### src/rtl/pfra_pkg.sv
// Shared types, constants and codes of the page frame reference count allocator.
package pfra_pkg;

    // Default sizing of the frame table.
    localparam int unsigned FRAME_COUNT_DEF = 3840;
    localparam int unsigned LOW_BASE_DEF    = 1048576;
    localparam int unsigned USED_MARK_DEF   = 100;

    // Field widths.
    localparam int unsigned OP_W       = 3;
    localparam int unsigned ADDR_W     = 32;
    localparam int unsigned CFG_W      = 25;
    localparam int unsigned CFG_IDX_W  = 1;
    localparam int unsigned RES_ADDR_W = 24;
    localparam int unsigned CNT_W      = 8;
    localparam int unsigned ST_W       = 2;
    localparam int unsigned PAGE_SHIFT = 12;
    localparam int unsigned SPAN_W     = CFG_W - PAGE_SHIFT;

    localparam logic [ADDR_W-1:0] PAGE_MASK = 32'hffff_f000;

    // Request codes.
    localparam logic [OP_W-1:0] OP_INIT  = 3'd0;
    localparam logic [OP_W-1:0] OP_ALLOC = 3'd1;
    localparam logic [OP_W-1:0] OP_FREE  = 3'd2;
    localparam logic [OP_W-1:0] OP_SHARE = 3'd3;
    localparam logic [OP_W-1:0] OP_COW   = 3'd4;
    localparam logic [OP_W-1:0] OP_QUERY = 3'd5;

    // Status codes.
    localparam logic [ST_W-1:0] ST_OK       = 2'd0;
    localparam logic [ST_W-1:0] ST_OOM      = 2'd1;
    localparam logic [ST_W-1:0] ST_BELOW    = 2'd2;
    localparam logic [ST_W-1:0] ST_NONEXIST = 2'd3;

    // Configuration register indexes and reset values.
    localparam logic [CFG_IDX_W-1:0] CFG_MEM_START = 1'b0;
    localparam logic [CFG_IDX_W-1:0] CFG_MEM_END   = 1'b1;
    localparam logic [CFG_W-1:0]     START_RESET   = 25'h010_0000;
    localparam logic [CFG_W-1:0]     END_RESET     = 25'h100_0000;

    // Operations of the shared count unit.
    typedef enum logic [1:0] {
        ALU_PASS,
        ALU_INC,
        ALU_DEC,
        ALU_ONE
    } t_alu_op;

    typedef struct packed {
        logic [CNT_W-1:0] count;
        logic             is_zero;
        logic             is_one;
    } t_alu_res;

endpackage

### src/rtl/pfra_count_alu.sv
// Shared count unit: pass-through, saturating increment and decrement, set to one, zero and one tests.
module pfra_count_alu (
    input  pfra_pkg::t_alu_op          i_op,
    input  logic [pfra_pkg::CNT_W-1:0] i_count,
    output pfra_pkg::t_alu_res         o_res
);
    import pfra_pkg::*;

    logic [CNT_W-1:0] nxt;

    always_comb begin
        unique case (i_op)
            ALU_PASS: nxt = i_count;
            ALU_INC:  nxt = (i_count == {CNT_W{1'b1}}) ? i_count : i_count + CNT_W'(1);
            ALU_DEC:  nxt = (i_count == '0) ? i_count : i_count - CNT_W'(1);
            ALU_ONE:  nxt = CNT_W'(1);
            default:  nxt = i_count;
        endcase
    end

    assign o_res.count   = nxt;
    assign o_res.is_zero = (i_count == '0);
    assign o_res.is_one  = (i_count == CNT_W'(1));

endmodule

### config.mk
export PLATFORM = sky130hd
export DESIGN_NAME = pfra_count_alu
export DESIGN_NICKNAME = d
export VERILOG_FILES = /design/src/rtl/pfra_pkg.sv /design/src/rtl/pfra_count_alu.sv
export SDC_FILE = /design/constraint.sdc
export NUM_CORES = 1
export LEC_CHECK = 0
export BUFFER_PORTS_ARGS = -buffer_cell sky130_fd_sc_hd__buf_4
export CAP_MARGIN = 20
export CORE_MARGIN = 2
export CORE_UTILIZATION = 35
export DETAILED_ROUTE_END_ITERATION = 8
export GPL_TIMING_DRIVEN = 1
export SETUP_SLACK_MARGIN = 0.3
export SYNTH_ARGS = -nofsm -noshare
export SYNTH_HDL_FRONTEND = slang
export SYNTH_SLANG_ARGS = --single-unit
### constraint.sdc
create_clock -name vclk -period 3
set_input_delay 0 -clock vclk [all_inputs]
set_output_delay 0 -clock vclk [all_outputs]
set_load 0.1 [all_outputs]
==> Word-level counts from Yosys, hierarchy flattened <==
Cells that the tools add are included.
{ "word_totals": {"reg_bits": 0, "inputBits": 10, "out_inout_bits": 10, "elab_cells": 12} }
{ "classes": {"n_addsub": 2, "eq_ne": 5, "n_mux": 3, "n_reduce_logical": 2} }
{ "ops": {"columns": ["cell", "count"], "rows": [
  ["$pmux 8 s4", 1],
  ["$mux 8", 2],
  ["$add 8x1->8 const B", 1],
  ["$eq 8x1->1 const B", 1],
  ["$eq 8x8->1 const B", 1],
  ["$logic_not 8->1", 1],
  ["$sub 8x1->8 const B", 1],
  ["$eq 2x2->1 const B", 2],
  ["$eq 2x1->1 const B", 1],
  ["$logic_not 2->1", 1]
]} }

==> Depth between registers and ports, before layout <==
{ "depth": {"ltp_word": 3, "ltp_mapped": 6, "depth_no_buf": 6} }

==> Worst setup path after synthesis <==
OpenSTA, ideal clock, no wires.
{ "synth_timing": {"path_type": "input to output", "from": "in i_count[5] (netlist name)", "to": "out o_res[0] (netlist name)", "t_arrival_ns": 3.823, "required_ns": 3.000, "slack_ns": -0.823, "cell_stages": 3, "path_buffers": 1, "path_cell_list": "buf_6 > or4_4 > nor4b_1"} }
{ "synth_lines": {"columns": ["element", "line", "source"], "rows": [
  ["start: declaration", "pfra_count_alu.sv:4", "input logic [pfra_pkg::CNT_W-1:0] i_count,"],
  ["end: declaration", "pfra_count_alu.sv:5", "output pfra_pkg::t_alu_res o_res"]
]} }

==> Implementation_results.wiki <==
{| class="wikitable"
! Metric !! Value
|-
| Setup Fix Bufs, Post-CTS || 0
|-
| Global-route wire length before repair || 2730 µm
|-
| Layout clock buffer count || 0
|-
| Setup CP Type || input port to primary output
|-
| Routed via count || 658
|-
| Area growth from synthesis to layout || 29.3%
|-
| Number of warnings issued by yosys || 0
|-
| Post-CTS resize count || 0
|-
| Util after Layout || 0.492
|-
| Fin. max-slew vios || 0
|-
| Effective utilization at floorplan || 0.381
|-
| Global route total overflow || 0
|-
| Vias per std cell || 6.21
|-
| DRC || 0
|-
| Peak fanout along the critical path || 7
|-
| Area taken by flip-flops and latches || 0 µm²
|-
| Pre-antenna DRT Iters || 4
|-
| Share of final-layout standard cells stronger than drive strength 1 || 0.297
|-
| Fill cells || 156
|-
| Worst vdd ir || 0.000138 V
|-
| Number of antenna violations at the first check in global routing || 0
|-
| Floorplan Core Area || 1330 µm²
|-
| Hold violation count in the final report || 0
|-
| Critical path data required time || 3000 ps
|-
| Outcome || completed
|-
| Final setup violating endpoints || 0
|-
| Pin count of the biggest net entering global routing || 15
|-
| Sequential fraction of the synthesis area || 0
|-
| Diode count || 0
|-
| Startpoint kind of the worst setup timing path || input port
|-
| Leakage power figure || 0.000262 µW
|-
| Post-route non-filler standard cell count || 106
|-
| Classification of the worst-slack hold path || input port to primary output
|-
| Power density of the placed cells || 223 nW/µm²
|-
| Unrepaired setup endpoints after global routing || no
|-
| Post-synth net total || 89
|-
| Synthesized instance count || 76
|-
| Clock period minus worst slack || 1720 ps
|-
| CTS hold repair buffers || 0
|-
| Final ANT Viol Nets || 0
|-
| Highest attainable clock frequency || 583 MHz
|-
| DRC marker count from the first detailed-route iteration || 20
|-
| Part of the cycle the worst path needs || 0.572
|-
| Die Area || 1770 µm²
|-
| Routed WL || 1570 µm
|-
| Number of rows created at floorplan || 13
|-
| Placed cell count || 106
|-
| Worst setup EP type || primary output
|-
| Aggregate negative setup slack || 0 ps
|-
| Post-layout net count || 106
|-
| Sequential cells || 0
|-
| Most frequent standard cell in the layout excluding fill and tap cells || buf_4
|-
| Slew at the pin with the worst max-slew slack || 484 ps
|-
| Worst endpoint data arrival time || 1720 ps
|-
| Mean instance size in the synthesized netlist || 6.68 µm²
|-
| Overall routing resource usage || 0.184
|-
| Number of global-route vias before repair || 577
|-
| Total standard cell area after synthesis || 508 µm²
|-
| Final RePlAce weighted congestion || 0.795
|-
| Worst Hold Margin || 426 ps
|-
| Wire length per cell || 14.8 µm
|-
| Total Power || 147 µW
|-
| Worst slew margin relative to its limit || 0.673
|-
| Number of distinct standard cells referenced by the synthesized netlist || 36
|-
| Maximum capacitance violations || 0
|-
| Top-Level Pins || 20
|-
| Detailed-placement wirelength estimate || 1190 µm
|-
| Die Wd || 42.1 µm
|-
| Height of the die || 42.1 µm
|-
| Most frequent cells in the layout || buf_4 (20), o21ai_0 (6), nor3_1 (5)
|-
| Port Buffers || 20
|}
==> where the power goes <==
| group | total [µW] | internal, µW | switching, µW |
|---|---|---|---|
| Sequential | 0 | 0 | 0 |
| Combinational | 147 | 38.5 | 108 |
| Clock | 0 | 0 | 0 |
| Total | 147 | 38.5 | 108 |
==> cell families (layout without fill, tap and decap cells) <==
| logic type | after synthesis | count (layout) | synth area share |
|---|---|---|---|
| and+or+nand+nor | 34 | 34 | 0.426 |
| AOI/OAI and AO/OA | 29 | 29 | 0.399 |
| buffers and inverters | 9 | 24 | 0.0813 |
| adders and majority gates | 3 | 3 | 0.0739 |
| muxes | 1 | 1 | 0.0197 |
==> worst max-delay path, cell delays in order <==
cell     delay (ps)
buf_4           130
inv_1            70
ha_1            190
or3b_2          510
o21ai_4         230
nor2b_2          60
o32a_1          280
buf_4           230
==> layout make-up <==
type                       count  area, µm²  area share
inverter                       4       15.0      0.0229
multi-input combinational     67        473       0.720
tap                           15       18.8      0.0286
timing repair buffer          20        150       0.229
==> Yosys cell counts <==
cell type | instances | share of area
nand3_1 | 3 | 0.030
nor4_1 | 1 | 0.012
o211ai_1 | 1 | 0.015
or4_4 | 1 | 0.022
nor4b_1 | 3 | 0.052
mux2i_1 | 1 | 0.020
o32ai_1 | 1 | 0.017
o21ai_4 | 1 | 0.032
nor3_1 | 5 | 0.049
buf_6 | 1 | 0.022
inv_1 | 4 | 0.030
nand2_1 | 3 | 0.022
nor2_1 | 3 | 0.022
or3b_2 | 1 | 0.017
a31o_2 | 1 | 0.017
a21o_1 | 2 | 0.030
nor3b_1 | 1 | 0.015
nor2b_2 | 1 | 0.017
ha_1 | 3 | 0.074
and4_2 | 1 | 0.020
nand4b_1 | 1 | 0.017
a32oi_1 | 1 | 0.017
nand4_1 | 4 | 0.049
a21oi_1 | 4 | 0.039
o32a_1 | 1 | 0.020
nor2b_1 | 2 | 0.025
a31oi_1 | 1 | 0.012
a211oi_1 | 1 | 0.015
o21a_1 | 3 | 0.044
or3_1 | 1 | 0.012
clkbuf_1 | 4 | 0.030
and4b_1 | 1 | 0.020
o21ai_0 | 7 | 0.069
o22ai_1 | 3 | 0.037
o221ai_1 | 2 | 0.034
and3_1 | 2 | 0.025
==> per-stage QoR <==
stage,area [µm²],setup slack (ps)
floorplan,514,574
global placement,657,1330
detailed placement,657,1290
CTS,657,1280
global route,657,1200
finish,657,1280
==> worst paths after layout <==
| kind | start | cells after the start | end |
|---|---|---|---|
| setup / recovery | i_count[1] | 8 | o_res[7] |
| hold / removal | i_count[0] | 3 | o_res[2] |
==> metal layers <==
metal  GRT usage  vias up  wire [µm]
met2       0.322       26        772
met4           0        0          0
li1            -      338          -
met3           0        0         82
met5           0        -          0
met1       0.268      294        711
No activity file was read; power rests on OpenSTA's default activity.
